<file path="src/hdl/brrm_pkg.sv">
// ----------------------------------------------------------------------------
// brrm_pkg
// Shared types, codes and limits for the two-region sample ring manager.
// ----------------------------------------------------------------------------
package brrm_pkg;

  // Largest ring the manager may be configured for
  localparam int unsigned MAX_SAMPLES = 65536;
  localparam logic [16:0] CAP_LIMIT   =
    (MAX_SAMPLES < 65536) ? 17'(MAX_SAMPLES) : 17'd65536;

  // Command codes
  localparam logic [1:0] CMD_RESERVE = 2'd0;
  localparam logic [1:0] CMD_READ    = 2'd1;
  localparam logic [1:0] CMD_SKIP    = 2'd2;
  localparam logic [1:0] CMD_COMMIT  = 2'd3;

  // Result kinds
  localparam logic [2:0] KIND_GRANT  = 3'd0;
  localparam logic [2:0] KIND_MOVE   = 3'd1;
  localparam logic [2:0] KIND_SEG    = 3'd2;
  localparam logic [2:0] KIND_DONE   = 3'd3;
  localparam logic [2:0] KIND_REJECT = 3'd4;

  typedef struct packed {
    logic [1:0]  command;
    logic [16:0] sample_count;
  } in_item_t;

  typedef struct packed {
    logic [2:0]  kind;
    logic [15:0] source_offset;
    logic [15:0] target_offset;
    logic [16:0] length;
    logic [16:0] dropped;
    logic [16:0] total_read;
    logic        last;
  } out_item_t;

  // Controller states
  typedef enum logic [3:0] {
    S_IDLE,
    S_DROP,
    S_DISCARD,
    S_PLAN,
    S_MOVE_B,
    S_MOVE_T,
    S_GRANT,
    S_REJECT,
    S_READ_TOP,
    S_READ_BOT,
    S_COMMIT,
    S_DONE
  } state_t;

  // Datapath operations issued by the controller
  typedef enum logic [3:0] {
    OP_NONE,
    OP_LOAD,
    OP_DROP,
    OP_DISCARD,
    OP_PLAN,
    OP_EMIT_MOVE_B,
    OP_EMIT_MOVE_T,
    OP_EMIT_GRANT,
    OP_EMIT_REJECT,
    OP_READ_TOP,
    OP_READ_BOT,
    OP_COMMIT,
    OP_EMIT_DONE
  } dp_op_t;

  // Datapath status seen by the controller
  typedef struct packed {
    logic [1:0] cmd;
    logic       rejected;
    logic       plan_move_b;
    logic       plan_move_t;
    logic       move_t_pending;
    logic       read_top_emit;
    logic       read_bot_emit;
    logic       slot_free;
  } dp_status_t;

endpackage

</file>
<file path="src/hdl/brrm_dp.sv">
// ----------------------------------------------------------------------------
// brrm_dp
// Region registers, committed count, step arithmetic and the output word
// register of the ring manager.
// ----------------------------------------------------------------------------
module brrm_dp (
  input  logic                clk,
  input  logic                rst,
  input  logic                cfg_we,
  input  logic [16:0]         cfg_wdata,
  input  brrm_pkg::in_item_t  req,
  input  brrm_pkg::dp_op_t    op,
  output brrm_pkg::dp_status_t status,
  input  logic                rsp_ready,
  output logic                rsp_valid,
  output brrm_pkg::out_item_t rsp
);
  import brrm_pkg::*;

  // Ring state
  logic [16:0] cap, cap_next;
  logic [15:0] top_start, top_start_next;
  logic [16:0] top_length, top_length_next;
  logic [15:0] bottom_start, bottom_start_next;
  logic [16:0] bottom_length, bottom_length_next;
  logic [16:0] committed, committed_next;

  // Per-command working registers
  logic [1:0]  cmd_q, cmd_q_next;
  logic [16:0] n_q, n_q_next;
  logic [16:0] drop_q, drop_q_next;
  logic [16:0] total_q, total_q_next;
  logic [15:0] mvb_src, mvb_src_next;
  logic [16:0] mvb_len, mvb_len_next;
  logic        mvt_valid, mvt_valid_next;
  logic [15:0] mvt_src, mvt_src_next;
  logic [15:0] mvt_tgt, mvt_tgt_next;
  logic [16:0] mvt_len, mvt_len_next;
  logic [15:0] grant_q, grant_q_next;

  logic        emit;
  out_item_t   emit_item;
  logic        slot_free;

  // Load clamp for reads
  logic [16:0] ld_n;
  // Room check
  logic [17:0] used;
  logic [17:0] avail;
  logic [16:0] drop_calc;
  logic        rejected;
  // Discard unit
  logic [16:0] amount, d_rem, d_ts17, d_bs17;
  logic [15:0] d_ts, d_bs;
  logic [16:0] d_tl, d_bl, d_comm;
  // Placement plan
  logic [15:0] bs_e;
  logic [17:0] p_end;
  logic [18:0] p_endn;
  logic        p_fit, p_gap_ok;
  logic [16:0] p_tgt;
  logic [15:0] p_ts, p_bs;
  logic [16:0] p_tl, p_bl;
  logic [17:0] p_grant;
  logic        p_mvb, p_mvt;
  // Read segments
  logic [16:0] rt_part, rb_part, r_ts17, r_bs17;
  logic        rt_emit, rb_emit;
  // Commit
  logic [17:0] c_room;
  logic [16:0] c_comm;
  logic [17:0] c_sum;
  // Capacity clamp
  logic [16:0] cfg_cap;

  assign slot_free = !rsp_valid || rsp_ready;

  // Clamp read request to what is committed
  assign ld_n = (req.command == CMD_READ && req.sample_count > committed) ?
                committed : req.sample_count;

  // Work out how much must be dropped for a reserve
  assign used      = {1'b0, top_length} + {1'b0, bottom_length};
  assign avail     = (used >= {1'b0, cap}) ? 18'd0 : {1'b0, cap} - used;
  assign rejected  = n_q > cap;
  assign drop_calc = ({1'b0, n_q} > avail) ? 17'({1'b0, n_q} - avail) : 17'd0;

  // Discard the oldest samples, top region first
  assign amount = (cmd_q == CMD_SKIP) ? n_q : drop_q;
  assign d_comm = (amount >= committed) ? 17'd0 : committed - amount;

  always_comb begin
    d_ts   = top_start;
    d_tl   = top_length;
    d_bs   = bottom_start;
    d_bl   = bottom_length;
    d_rem  = '0;
    d_ts17 = '0;
    d_bs17 = '0;
    if (top_length >= amount) begin
      d_ts17 = {1'b0, top_start} + amount;
      d_ts   = d_ts17[15:0];
      d_tl   = top_length - amount;
    end else begin
      d_rem = amount - top_length;
      d_tl  = '0;
      if (bottom_length >= d_rem) begin
        d_bs17 = {1'b0, bottom_start} + d_rem;
        d_bs   = d_bs17[15:0];
        d_bl   = bottom_length - d_rem;
      end else begin
        d_bl = '0;
      end
    end
    if (d_tl == '0) d_ts = '0;
    if (d_bl == '0) d_bs = '0;
  end

  // Place the reserved range and decide which regions must move
  assign bs_e     = (bottom_length == '0) ? 16'd0 : bottom_start;
  assign p_end    = {2'b0, bs_e} + {1'b0, bottom_length};
  assign p_endn   = {1'b0, p_end} + {2'b0, n_q};
  assign p_fit    = p_endn <= {2'b0, cap};
  assign p_gap_ok = (p_endn <= {3'b0, top_start}) || (n_q == '0);
  assign p_tgt    = (cap >= top_length) ? cap - top_length : 17'd0;

  always_comb begin
    p_ts    = top_start;
    p_tl    = top_length;
    p_bs    = bs_e;
    p_bl    = bottom_length;
    p_grant = p_end;
    p_mvb   = 1'b0;
    p_mvt   = 1'b0;
    if (top_length == '0) begin
      if (p_fit) begin
        p_bl = bottom_length + n_q;
      end else if ({1'b0, bs_e} >= n_q) begin
        p_ts    = bs_e;
        p_tl    = bottom_length;
        p_bs    = '0;
        p_bl    = n_q;
        p_grant = '0;
      end else begin
        p_mvb   = (bottom_length != '0) && (bs_e != '0);
        p_bs    = '0;
        p_grant = {1'b0, bottom_length};
        p_bl    = bottom_length + n_q;
      end
    end else begin
      if (p_gap_ok) begin
        p_bl = bottom_length + n_q;
      end else begin
        p_mvb   = (bottom_length != '0) && (bs_e != '0);
        p_bs    = '0;
        p_mvt   = top_start != p_tgt[15:0];
        p_ts    = p_tgt[15:0];
        p_grant = {1'b0, bottom_length};
        p_bl    = bottom_length + n_q;
      end
    end
    if (p_tl == '0) p_ts = '0;
    if (p_bl == '0) p_bs = '0;
  end

  // Read segment sizes
  assign rt_part = (top_length >= n_q) ? n_q : top_length;
  assign rb_part = (bottom_length >= n_q) ? n_q : bottom_length;
  assign rt_emit = (top_length != '0) && (n_q != '0);
  assign rb_emit = (bottom_length != '0) && (n_q != '0);
  assign r_ts17  = {1'b0, top_start} + rt_part;
  assign r_bs17  = {1'b0, bottom_start} + rb_part;

  // Commit saturates at the stored total
  assign c_room = used - {1'b0, committed};
  assign c_sum  = {1'b0, committed} + {1'b0, n_q};
  assign c_comm = ({1'b0, committed} > used || {1'b0, n_q} >= c_room) ?
                  used[16:0] : c_sum[16:0];

  // Clamp a written capacity into range
  assign cfg_cap = (cfg_wdata == '0) ? 17'd1 :
                   (cfg_wdata > CAP_LIMIT) ? CAP_LIMIT : cfg_wdata;

  // Apply the step chosen by the controller
  always_comb begin
    cap_next           = cap;
    top_start_next     = top_start;
    top_length_next    = top_length;
    bottom_start_next  = bottom_start;
    bottom_length_next = bottom_length;
    committed_next     = committed;
    cmd_q_next         = cmd_q;
    n_q_next           = n_q;
    drop_q_next        = drop_q;
    total_q_next       = total_q;
    mvb_src_next       = mvb_src;
    mvb_len_next       = mvb_len;
    mvt_valid_next     = mvt_valid;
    mvt_src_next       = mvt_src;
    mvt_tgt_next       = mvt_tgt;
    mvt_len_next       = mvt_len;
    grant_q_next       = grant_q;
    emit               = 1'b0;
    emit_item          = '0;

    case (op)
      OP_LOAD: begin
        cmd_q_next   = req.command;
        n_q_next     = ld_n;
        drop_q_next  = '0;
        total_q_next = '0;
        if (req.command == CMD_READ) committed_next = committed - ld_n;
      end
      OP_DROP: begin
        drop_q_next = drop_calc;
      end
      OP_DISCARD: begin
        committed_next     = d_comm;
        top_start_next     = d_ts;
        top_length_next    = d_tl;
        bottom_start_next  = d_bs;
        bottom_length_next = d_bl;
      end
      OP_PLAN: begin
        top_start_next     = p_ts;
        top_length_next    = p_tl;
        bottom_start_next  = p_bs;
        bottom_length_next = p_bl;
        mvb_src_next       = bs_e;
        mvb_len_next       = bottom_length;
        mvt_valid_next     = p_mvt;
        mvt_src_next       = top_start;
        mvt_tgt_next       = p_tgt[15:0];
        mvt_len_next       = top_length;
        grant_q_next       = p_grant[15:0];
      end
      OP_EMIT_MOVE_B: begin
        emit                    = 1'b1;
        emit_item.kind          = KIND_MOVE;
        emit_item.source_offset = mvb_src;
        emit_item.length        = mvb_len;
        emit_item.dropped       = drop_q;
      end
      OP_EMIT_MOVE_T: begin
        emit                    = 1'b1;
        emit_item.kind          = KIND_MOVE;
        emit_item.source_offset = mvt_src;
        emit_item.target_offset = mvt_tgt;
        emit_item.length        = mvt_len;
        emit_item.dropped       = drop_q;
      end
      OP_EMIT_GRANT: begin
        emit                    = 1'b1;
        emit_item.kind          = KIND_GRANT;
        emit_item.target_offset = grant_q;
        emit_item.length        = n_q;
        emit_item.dropped       = drop_q;
        emit_item.last          = 1'b1;
      end
      OP_EMIT_REJECT: begin
        emit           = 1'b1;
        emit_item.kind = KIND_REJECT;
        emit_item.last = 1'b1;
      end
      OP_READ_TOP: begin
        if (rt_emit) begin
          emit                    = 1'b1;
          emit_item.kind          = KIND_SEG;
          emit_item.source_offset = top_start;
          emit_item.length        = rt_part;
          top_length_next         = top_length - rt_part;
          top_start_next          = (top_length == rt_part) ? 16'd0 : r_ts17[15:0];
          n_q_next                = n_q - rt_part;
          total_q_next            = rt_part;
        end
      end
      OP_READ_BOT: begin
        if (rb_emit) begin
          emit                    = 1'b1;
          emit_item.kind          = KIND_SEG;
          emit_item.source_offset = bottom_start;
          emit_item.length        = rb_part;
          bottom_length_next      = bottom_length - rb_part;
          bottom_start_next       = (bottom_length == rb_part) ? 16'd0 : r_bs17[15:0];
          n_q_next                = n_q - rb_part;
          total_q_next            = total_q + rb_part;
        end
      end
      OP_COMMIT: begin
        committed_next = c_comm;
      end
      OP_EMIT_DONE: begin
        emit                 = 1'b1;
        emit_item.kind       = KIND_DONE;
        emit_item.total_read = total_q;
        emit_item.last       = 1'b1;
      end
      default: begin
      end
    endcase

    // A capacity write empties the ring
    if (cfg_we) begin
      cap_next           = cfg_cap;
      top_start_next     = '0;
      top_length_next    = '0;
      bottom_start_next  = '0;
      bottom_length_next = '0;
      committed_next     = '0;
    end
  end

  // State and control registers
  always_ff @(posedge clk) begin
    if (rst) begin
      cap           <= CAP_LIMIT;
      top_start     <= '0;
      top_length    <= '0;
      bottom_start  <= '0;
      bottom_length <= '0;
      committed     <= '0;
      mvt_valid     <= 1'b0;
      rsp_valid     <= 1'b0;
    end else begin
      cap           <= cap_next;
      top_start     <= top_start_next;
      top_length    <= top_length_next;
      bottom_start  <= bottom_start_next;
      bottom_length <= bottom_length_next;
      committed     <= committed_next;
      mvt_valid     <= mvt_valid_next;
      if (emit) begin
        rsp_valid <= 1'b1;
      end else if (rsp_ready) begin
        rsp_valid <= 1'b0;
      end
    end
  end

  // Payload registers
  always_ff @(posedge clk) begin
    cmd_q   <= cmd_q_next;
    n_q     <= n_q_next;
    drop_q  <= drop_q_next;
    total_q <= total_q_next;
    mvb_src <= mvb_src_next;
    mvb_len <= mvb_len_next;
    mvt_src <= mvt_src_next;
    mvt_tgt <= mvt_tgt_next;
    mvt_len <= mvt_len_next;
    grant_q <= grant_q_next;
    if (emit) rsp <= emit_item;
  end

  // Report status to the controller
  always_comb begin
    status.cmd            = cmd_q;
    status.rejected       = rejected;
    status.plan_move_b    = p_mvb;
    status.plan_move_t    = p_mvt;
    status.move_t_pending = mvt_valid;
    status.read_top_emit  = rt_emit;
    status.read_bot_emit  = rb_emit;
    status.slot_free      = slot_free;
  end

endmodule

</file>
<file path="src/hdl/brrm_ctrl.sv">
// ----------------------------------------------------------------------------
// brrm_ctrl
// Command sequencer: steps the datapath through each command and paces
// result words against the output register.
// ----------------------------------------------------------------------------
module brrm_ctrl (
  input  logic                 clk,
  input  logic                 rst,
  input  logic                 req_valid,
  input  logic [1:0]           req_command,
  output logic                 req_ready,
  output brrm_pkg::dp_op_t     op,
  input  brrm_pkg::dp_status_t status
);
  import brrm_pkg::*;

  state_t state, state_next;

  // State register
  always_ff @(posedge clk) begin
    if (rst) begin
      state <= S_IDLE;
    end else begin
      state <= state_next;
    end
  end

  // Next state and datapath step
  always_comb begin
    state_next = state;
    op         = OP_NONE;
    req_ready  = 1'b0;
    case (state)
      S_IDLE: begin
        req_ready = 1'b1;
        if (req_valid) begin
          op = OP_LOAD;
          case (req_command)
            CMD_RESERVE: state_next = S_DROP;
            CMD_READ:    state_next = S_READ_TOP;
            CMD_SKIP:    state_next = S_DISCARD;
            default:     state_next = S_COMMIT;
          endcase
        end
      end
      S_DROP: begin
        op         = OP_DROP;
        state_next = status.rejected ? S_REJECT : S_DISCARD;
      end
      S_DISCARD: begin
        op         = OP_DISCARD;
        state_next = (status.cmd == CMD_RESERVE) ? S_PLAN : S_DONE;
      end
      S_PLAN: begin
        op = OP_PLAN;
        if (status.plan_move_b) begin
          state_next = S_MOVE_B;
        end else if (status.plan_move_t) begin
          state_next = S_MOVE_T;
        end else begin
          state_next = S_GRANT;
        end
      end
      S_MOVE_B: begin
        if (status.slot_free) begin
          op         = OP_EMIT_MOVE_B;
          state_next = status.move_t_pending ? S_MOVE_T : S_GRANT;
        end
      end
      S_MOVE_T: begin
        if (status.slot_free) begin
          op         = OP_EMIT_MOVE_T;
          state_next = S_GRANT;
        end
      end
      S_GRANT: begin
        if (status.slot_free) begin
          op         = OP_EMIT_GRANT;
          state_next = S_IDLE;
        end
      end
      S_REJECT: begin
        if (status.slot_free) begin
          op         = OP_EMIT_REJECT;
          state_next = S_IDLE;
        end
      end
      // Read segment steps wait for the output only when they emit
      S_READ_TOP: begin
        if (status.slot_free || !status.read_top_emit) begin
          op         = OP_READ_TOP;
          state_next = S_READ_BOT;
        end
      end
      S_READ_BOT: begin
        if (status.slot_free || !status.read_bot_emit) begin
          op         = OP_READ_BOT;
          state_next = S_DONE;
        end
      end
      S_COMMIT: begin
        op         = OP_COMMIT;
        state_next = S_DONE;
      end
      S_DONE: begin
        if (status.slot_free) begin
          op         = OP_EMIT_DONE;
          state_next = S_IDLE;
        end
      end
      default: begin
        state_next = S_IDLE;
      end
    endcase
  end

endmodule

</file>
<file path="src/hdl/bip_ring_region_manager.sv">
// ----------------------------------------------------------------------------
// bip_ring_region_manager
// Bookkeeping for a two-region sample ring. A command word on req (reserve,
// read, skip, commit) yields one to three result words on rsp: moves, then
// grant for reserve; top segment, bottom segment, done for read; done alone
// for skip and commit. Both channels are valid/ready; the last result word of
// a command has last set. cfg_we with cfg_wdata sets the ring capacity and
// empties the ring; write it only while the block is idle.
// One command at a time. Reserve: drop, discard, plan, then one emit step per
// result word; a rejected reserve goes from drop to its reject word. Read:
// top segment, bottom segment, done. Skip: discard, done. Commit: commit,
// done. The next command is taken once the final word sits in the output
// register. A stalled receiver holds it and the sequencer waits in
// its emit step. Reset empties the ring and sets capacity to its maximum.
// ----------------------------------------------------------------------------
module bip_ring_region_manager (
  input  logic                clk,
  input  logic                rst,
  input  logic                cfg_we,
  input  logic [16:0]         cfg_wdata,
  input  logic                req_valid,
  output logic                req_ready,
  input  brrm_pkg::in_item_t  req,
  output logic                rsp_valid,
  input  logic                rsp_ready,
  output brrm_pkg::out_item_t rsp
);
  import brrm_pkg::*;

  dp_op_t     op;
  dp_status_t status;

  // Sequencer
  brrm_ctrl u_ctrl (
    .clk         (clk),
    .rst         (rst),
    .req_valid   (req_valid),
    .req_command (req.command),
    .req_ready   (req_ready),
    .op          (op),
    .status      (status)
  );

  // Region arithmetic and output register
  brrm_dp u_dp (
    .clk       (clk),
    .rst       (rst),
    .cfg_we    (cfg_we),
    .cfg_wdata (cfg_wdata),
    .req       (req),
    .op        (op),
    .status    (status),
    .rsp_ready (rsp_ready),
    .rsp_valid (rsp_valid),
    .rsp       (rsp)
  );

endmodule

</file>
<file path="config.mk">
export PLATFORM = sky130hd
export DESIGN_NAME = bip_ring_region_manager
export DESIGN_NICKNAME = d
export VERILOG_FILES = /design/src/hdl/brrm_pkg.sv /design/src/hdl/brrm_dp.sv /design/src/hdl/brrm_ctrl.sv /design/src/hdl/bip_ring_region_manager.sv
export SDC_FILE = /design/constraint.sdc
export NUM_CORES = 2
export LEC_CHECK = 0
export BUFFER_PORTS_ARGS = -buffer_cell sky130_fd_sc_hd__buf_2
export CAP_MARGIN = 25
export CORE_MARGIN = 4
export CORE_UTILIZATION = 35
export DETAILED_ROUTE_END_ITERATION = 16
export GPL_ROUTABILITY_DRIVEN = 0
export PLACE_DENSITY_LB_ADDON = 0.05
export SYNTH_ARGS = -nofsm -noshare
export SYNTH_HDL_FRONTEND = slang
export SYNTH_SLANG_ARGS = --single-unit
</file>
<file path="constraint.sdc">
create_clock -name clk -period 16.3 [get_ports clk]
set_input_delay 3.26 -clock clk [delete_from_list [all_inputs] [get_ports clk]]
set_output_delay 3.26 -clock clk [all_outputs]
set_load 0.005 [all_outputs]
</file>
Word-level counts from Yosys, hierarchy flattened:

Index checks and enable logic that the tools add are counted.

* flip-flop bits (word level): 344
* input bits: 41
* output and inout bits: 89
* logic and storage cells: 256

* $add $sub $neg: 23
* $lt $le $gt $ge: 16
* eq/ne operators: 44
* muxes and demuxes: 101
* reduce and logical (&&, ||, !) cells: 46

Operators with widths (count)
* two-way mux 17 bit: 27
* two-way mux 16 bit: 24
* case mux 17 bit (3 select lines): 5
* subtractor 17 bit: 10
* zero test 17 bit: 8
* >= comparator 17 bit: 6
* case mux 16 bit (3 select lines): 2
* case mux 17 bit (5 select lines): 1
* adder 16 bit: 4
* case mux 16 bit (4 select lines): 1
* two-way mux 18 bit: 3
* adder 17 bit: 3
* nonzero test 17 bit: 3
* two-way mux 4 bit: 12
* case mux 4 bit (12 select lines): 1
* case mux 4 bit (10 select lines): 1
* == test 4 bit (second input constant): 9
* greater-than comparator 17 x 18 -> 1 bit: 2
* == test 17 bit: 2
* greater-than comparator 17 bit: 2
* case mux 17 bit (2 select lines): 1
* == test 4 x 3 -> 1 bit (second input constant): 8
* case mux 16 bit (2 select lines): 1
* adder 18 x 17 -> 19 bit: 1
* 42 further kinds: 93

Logic depth before layout (Yosys ltp):

* depth after elaboration: 11
* gate-level depth with buffers: 40
* gate-level depth less buffers: 35

By module:

A second synthesis with hierarchy kept.

* cells, all modules: 4275
* area, all modules: 36117.1 µm²

Modules (own cells, without submodules)
* brrm_dp: instances 1, cells an instance 4201, area each 35565.4 µm²
* brrm_ctrl: instances 1, cells an instance 74, area each 551.8 µm²

Least setup slack after synthesis:

Ideal clock, no wire load.

* kind: register to register
* start: register u_dp.bottom_length[1]
* end: register u_dp.bottom_length[11]
* library setup time: 130 ps
* arrival time: 7510 ps
* required time: 16170 ps
* setup slack: 8660 ps
* stages on the path, launching flop included: 40
* buffers on the path: 4
* clock period less this slack: 7640 ps
* cells stage by stage: dfxtp_1 -> or4_4 -> nor3_4 -> nand2_1 -> clkbuf_1 -> clkbuf_1 -> nand2_1 -> inv_1 -> ha_1 -> fa_1 -> o21a_1 -> nor2_1 -> o21ai_0 -> maj3_1 -> a31oi_1 -> nor2_1 -> a21oi_1 -> o21ai_0 -> [4 not listed] -> a21oi_1 -> o21ai_0 -> or3_1 -> o21ai_1 -> xnor2_1 -> ha_1 -> nand3_1 -> nor3_1 -> nand3_1 -> o21ai_0 -> a31oi_1 -> nor4bb_1 -> mux2i_4 -> nand3_2 -> buf_6 -> mux2_4 -> a211oi_1 -> nor3_1

RTL lines
* from (decl): line brrm_dp.sv:25 `logic [16:0] bottom_length, bottom_length_next;`
* from (signal assigned): line brrm_dp.sv:329 `bottom_length <= bottom_length_next;`
* zero test 17 bit *: line brrm_dp.sv:120 `assign bs_e = (bottom_length == '0) ? 16'd0 : bottom_start;`
* two-way mux 16 bit *: line brrm_dp.sv:120
* named net u_dp.bs_e[0]: line brrm_dp.sv:57 `logic [15:0] bs_e;`
* adder 16 x 17 -> 18 bit: line brrm_dp.sv:121 `assign p_end = {2'b0, bs_e} + {1'b0, bottom_length};`
* adder 18 x 17 -> 19 bit: line brrm_dp.sv:122 `assign p_endn = {1'b0, p_end} + {2'b0, n_q};`
* <= comparator 19 x 17 -> 1 bit: line brrm_dp.sv:123 `assign p_fit = p_endn <= {2'b0, cap};`
* two-way mux 17 bit *: line brrm_dp.sv:136 `if (p_fit) begin`
* two-way mux 17 bit *: line brrm_dp.sv:135 `if (top_length == '0) begin`
* case mux 17 bit (3 select lines) *: line brrm_dp.sv:206 `case (op)`

Mark *: on every way through the listed nets, which the timed path passes. The rest lies on a longest branch. The select of a mux whose other input is x is not followed.
A chain may end at the register's enable or synchronous reset.

Worst setup path after layout:

* start: register u_dp.bottom_length[0]
* end: register u_dp.bottom_start[14]

* word-level cells in the longest chain between the ends: 10

Ends and longest elaborated chain
* zero test 17 bit *: line brrm_dp.sv:120
* two-way mux 16 bit *: line brrm_dp.sv:120
* named net u_dp.bs_e[0]: line brrm_dp.sv:57
* adder 16 x 17 -> 18 bit: line brrm_dp.sv:121
* adder 18 x 17 -> 19 bit: line brrm_dp.sv:122
* <= comparator 19 x 17 -> 1 bit / <= comparator 19 x 16 -> 1 bit (equally long branches): line brrm_dp.sv:123, brrm_dp.sv:124
* two-way mux 17 bit / logical OR 1 bit (equally long branches): line brrm_dp.sv:136, brrm_dp.sv:124
* two-way mux 17 bit / two-way mux 16 bit (equally long branches): line brrm_dp.sv:135, brrm_dp.sv:151
* zero test 17 bit / two-way mux 16 bit (equally long branches): line brrm_dp.sv:163, brrm_dp.sv:135
* two-way mux 16 bit *: line brrm_dp.sv:163 `if (p_bl == '0) p_bs = '0;`
* case mux 16 bit (3 select lines) *: line brrm_dp.sv:206
* to (signal assigned): line brrm_dp.sv:328 `bottom_start <= bottom_start_next;`
* to (decl): line brrm_dp.sv:24 `logic [15:0] bottom_start, bottom_start_next;`

Marked as above.

==> results.ini <==
[clock_tree]
cts.path.max_buffers=3
clk_pin_slew_worst_paths_ns=0.07
clkSinkCount=344
post_cts_buffers=0
clk-insertion-delay-late_ns=0.65
cts_root_buf=clkbuf_16
cts_resized=0
numCtsBuffers=47
h-tree-depth=2
cts_hold_repair.buffers=0
cts_tree=yes

[timing]
tightestPinTransition_ns=1.21
relSlewSlack_pct=18.6
fin_hold_ws_ns=0.528
finalMaxSlewViolations=0
fin_skew_ns=0.0170
period_needed_ns=9.16
post-route-period-util_pct=56.2
fmax_mhz=109
fin_ws_ns=7.14
setup_viol=0
grt_setup_unrepaired=false
hold_viol_final=0
setup_tns_ns=0

[worst_setup_path]
reg2reg_depth=34
cp_slowest_cell=or4_4
cp_slowest_stage_delay_ns=0.61
critical_path_class=reg -> reg
arrival_ns=9.75
critPathCaptureType=flip-flop
path_max_fanout=21
crit_path_start_kind=flip-flop
crit_required_ns=16.89

[yosys]
syn_inst=4267
synth_edf_count=238
async_flop_share_pct=0
netlist_top_cells_count=ha_1, a21oi_1, o21ai_0
yosysWarnings=0
ys.flop_type=edfxtp_1
yosysMostFrequentCell=ha_1
synth_area_leaders=edfxtp_1, ha_1, dfxtp_1, a21oi_1, o21ai_0
syn-cell-area_sq_mm=0.0360
yosysSeqAreaShare_pct=25.7
ys_types=107
yosysTopAreaCellShare_pct=19.9
ys_seq_elements=344
syn_avg_cell_area_sq_um=8.44
synth_top_area_cell=edfxtp_1
synthesis.nets=4816

[power_and_ir_drop]
peakVddDrop_mv=0.128
seqPwrFrac_pct=13.9
power.density_mw_per_mm2=256
power_mw=10.4
netSwitchingFraction_pct=55.5
power.switching_mw=5.75
power.share.clock_pct=10.6
p_int_mw=4.62
pwr-share-comb_pct=75.5
leakagePower_nw=17.2

[layout]
utilization_pct=39.7
multi_input_area_sq_mm=0.0251
instances_no_fill=5834
regArea_sq_mm=0.00927
fin_nets=4975
areaGrowthSynthToFinish_pct=12.3
post-route-cell-area_sq_mm=0.0404
drive_gt1_share_pct=9.41
nFillCells=10600

[global_route]
grt_max_degree=69
grtUsageTotal_pct=31.2
grt-ovfl-total=0
grt_pass1_vias=33100
grt_pass1_wl_microns=243000
antenna_found_initial=16

[floorplanning]
core.rowCount=117
start_util_pct=35.3
core_area_sq_mm=0.102
num_io_pins=130
die_y_microns=329
die_w_microns=329
dieArea_sq_mm=0.108

[placed_design]
dp.cells=5743
dpl_cell_area_sq_mm=0.0388
dp_slack_ns=7.27
dp_hpwl_microns=134000
io_buffers=129

[hold_path]
hold_depth=1
hold_class=reg -> reg

[run]
cap_violations=0

[detailed_routing]
wl_per_cell_microns=29.7
ant_nets=0
routed_wl_microns=173000
drt_iter0_markers=3871
first_pass_iters=7
num_vias=35200
drc=0
vias_per_cell=6.04

[outcome]
status=completed

-- sequential cells by signal, summed over array words and instances, names as in the netlist --
name,flops
u_dp.rsp,87
u_dp.bottom_length,17
u_dp.cap,17
u_dp.committed,17
u_dp.drop_q,17
u_dp.mvb_len,17
u_dp.mvt_len,17
u_dp.n_q,17
u_dp.top_length,17
u_dp.total_q,17
u_dp.bottom_start,16
u_dp.grant_q,16
u_dp.mvb_src,16
u_dp.mvt_src,16
u_dp.mvt_tgt,16
u_dp.top_start,16
u_ctrl.state,4
u_dp.cmd_q,2
u_dp.mvt_valid,1
u_dp.rsp_valid,1
-- routing by layer --
metal | share of wire, % | GRT usage (%) | vias up
li1 | - | - | 16300
met1 | 43 | 41.3 | 17100
met2 | 44 | 48.7 | 1505
met3 | 7.4 | 5.24 | 330
met4 | 6.1 | 16.4 | 2
met5 | 0.0075 | 0 | -
-- kinds of logic (layout without fill, tap and decap cells) --
group	after synthesis	count (layout)	synth area share, %
AND/OR/NAND/NOR	1179	1179	15.9
buffers and inverters	451	647	4.81
adder cells (fa/ha/maj)	510	510	18.2
AO/OA/AOI/OAI	1425	1425	26.1
other	0	3	0
multiplexers	80	80	2.35
XOR/XNOR	278	278	6.88
flip-flops	344	344	25.7
-- layout make-up --
cell class / count / area share, %
Tap cell: 1368 / 4.23
Antenna cell: 3 / 0.0186
Clock inverter: 26 / 0.724
Clock buffer: 60 / 3.18
Inverter: 297 / 2.76
Timing Repair Buffer: 264 / 4.09
Sequential cell: 344 / 22.9
Multi-Input combinational cell: 3472 / 62.1
-- worst max-delay path, delay by kind of cell (launching register included) --
kind | cells | cell delay, ns
compound gates | 15 | 3.75
simple gates | 10 | 2.26
fa+ha+maj | 5 | 1.79
xor+xnor | 2 | 0.50
flops | 1 | 0.47
buf+inv | 2 | 0.29
-- power groups by stage --
stage	combinational [mW]	clock [mW]	sequential [mW]
floorplan	4.98	0	1.46
global placement	7.65	0	1.46
detailed placement	7.61	0	1.46
CTS	7.66	1.12	1.45
global route	8.43	1.15	1.46
finish	7.82	1.10	1.44
-- placed cells by master, fill, tap and decap left out, types with 14 or more instances in the layout --
master,synthesis,layout
o211ai_1,32,32
buf_4,3,131
nand2_1,320,320
buf_2,10,132
a22o_1,39,39
a21o_1,114,114
fa_1,22,22
a21boi_0,15,15
o22ai_1,44,43
o31ai_1,16,16
clkbuf_16,0,49
a21oi_1,350,348
nand4_1,48,48
edfxtp_1,238,238
nand3_1,86,86
nor4_1,42,42
o31a_1,15,15
a222oi_1,17,17
nor2b_1,57,57
and2_1,48,48
and3_1,42,42
o21ai_0,339,336
o21a_1,78,78
nand2b_1,54,53
or2_2,19,19
a22oi_1,35,35
a221oi_1,25,25
a31oi_1,46,46
inv_1,295,294
mux2i_1,67,67
xnor2_1,178,178
or3_1,32,32
nor3_1,114,111
a211oi_1,45,43
o21bai_1,26,26
ha_1,486,486
xor2_1,97,97
o221ai_1,14,14
dfxtp_1,106,105
nor2_1,273,268
-- worst paths after layout --
kind,slack [ns],to,start
hold reg to reg,0.53,u_dp.rsp[55],u_dp.grant_q[3]
setup reg to reg,7.14,u_dp.bottom_start[14],u_dp.bottom_length[0]
hold / removal,0.53,u_dp.rsp[55],u_dp.grant_q[3]
setup / recovery,7.14,u_dp.bottom_start[14],u_dp.bottom_length[0]
Note: power is estimated with default switching activity, not from simulation.
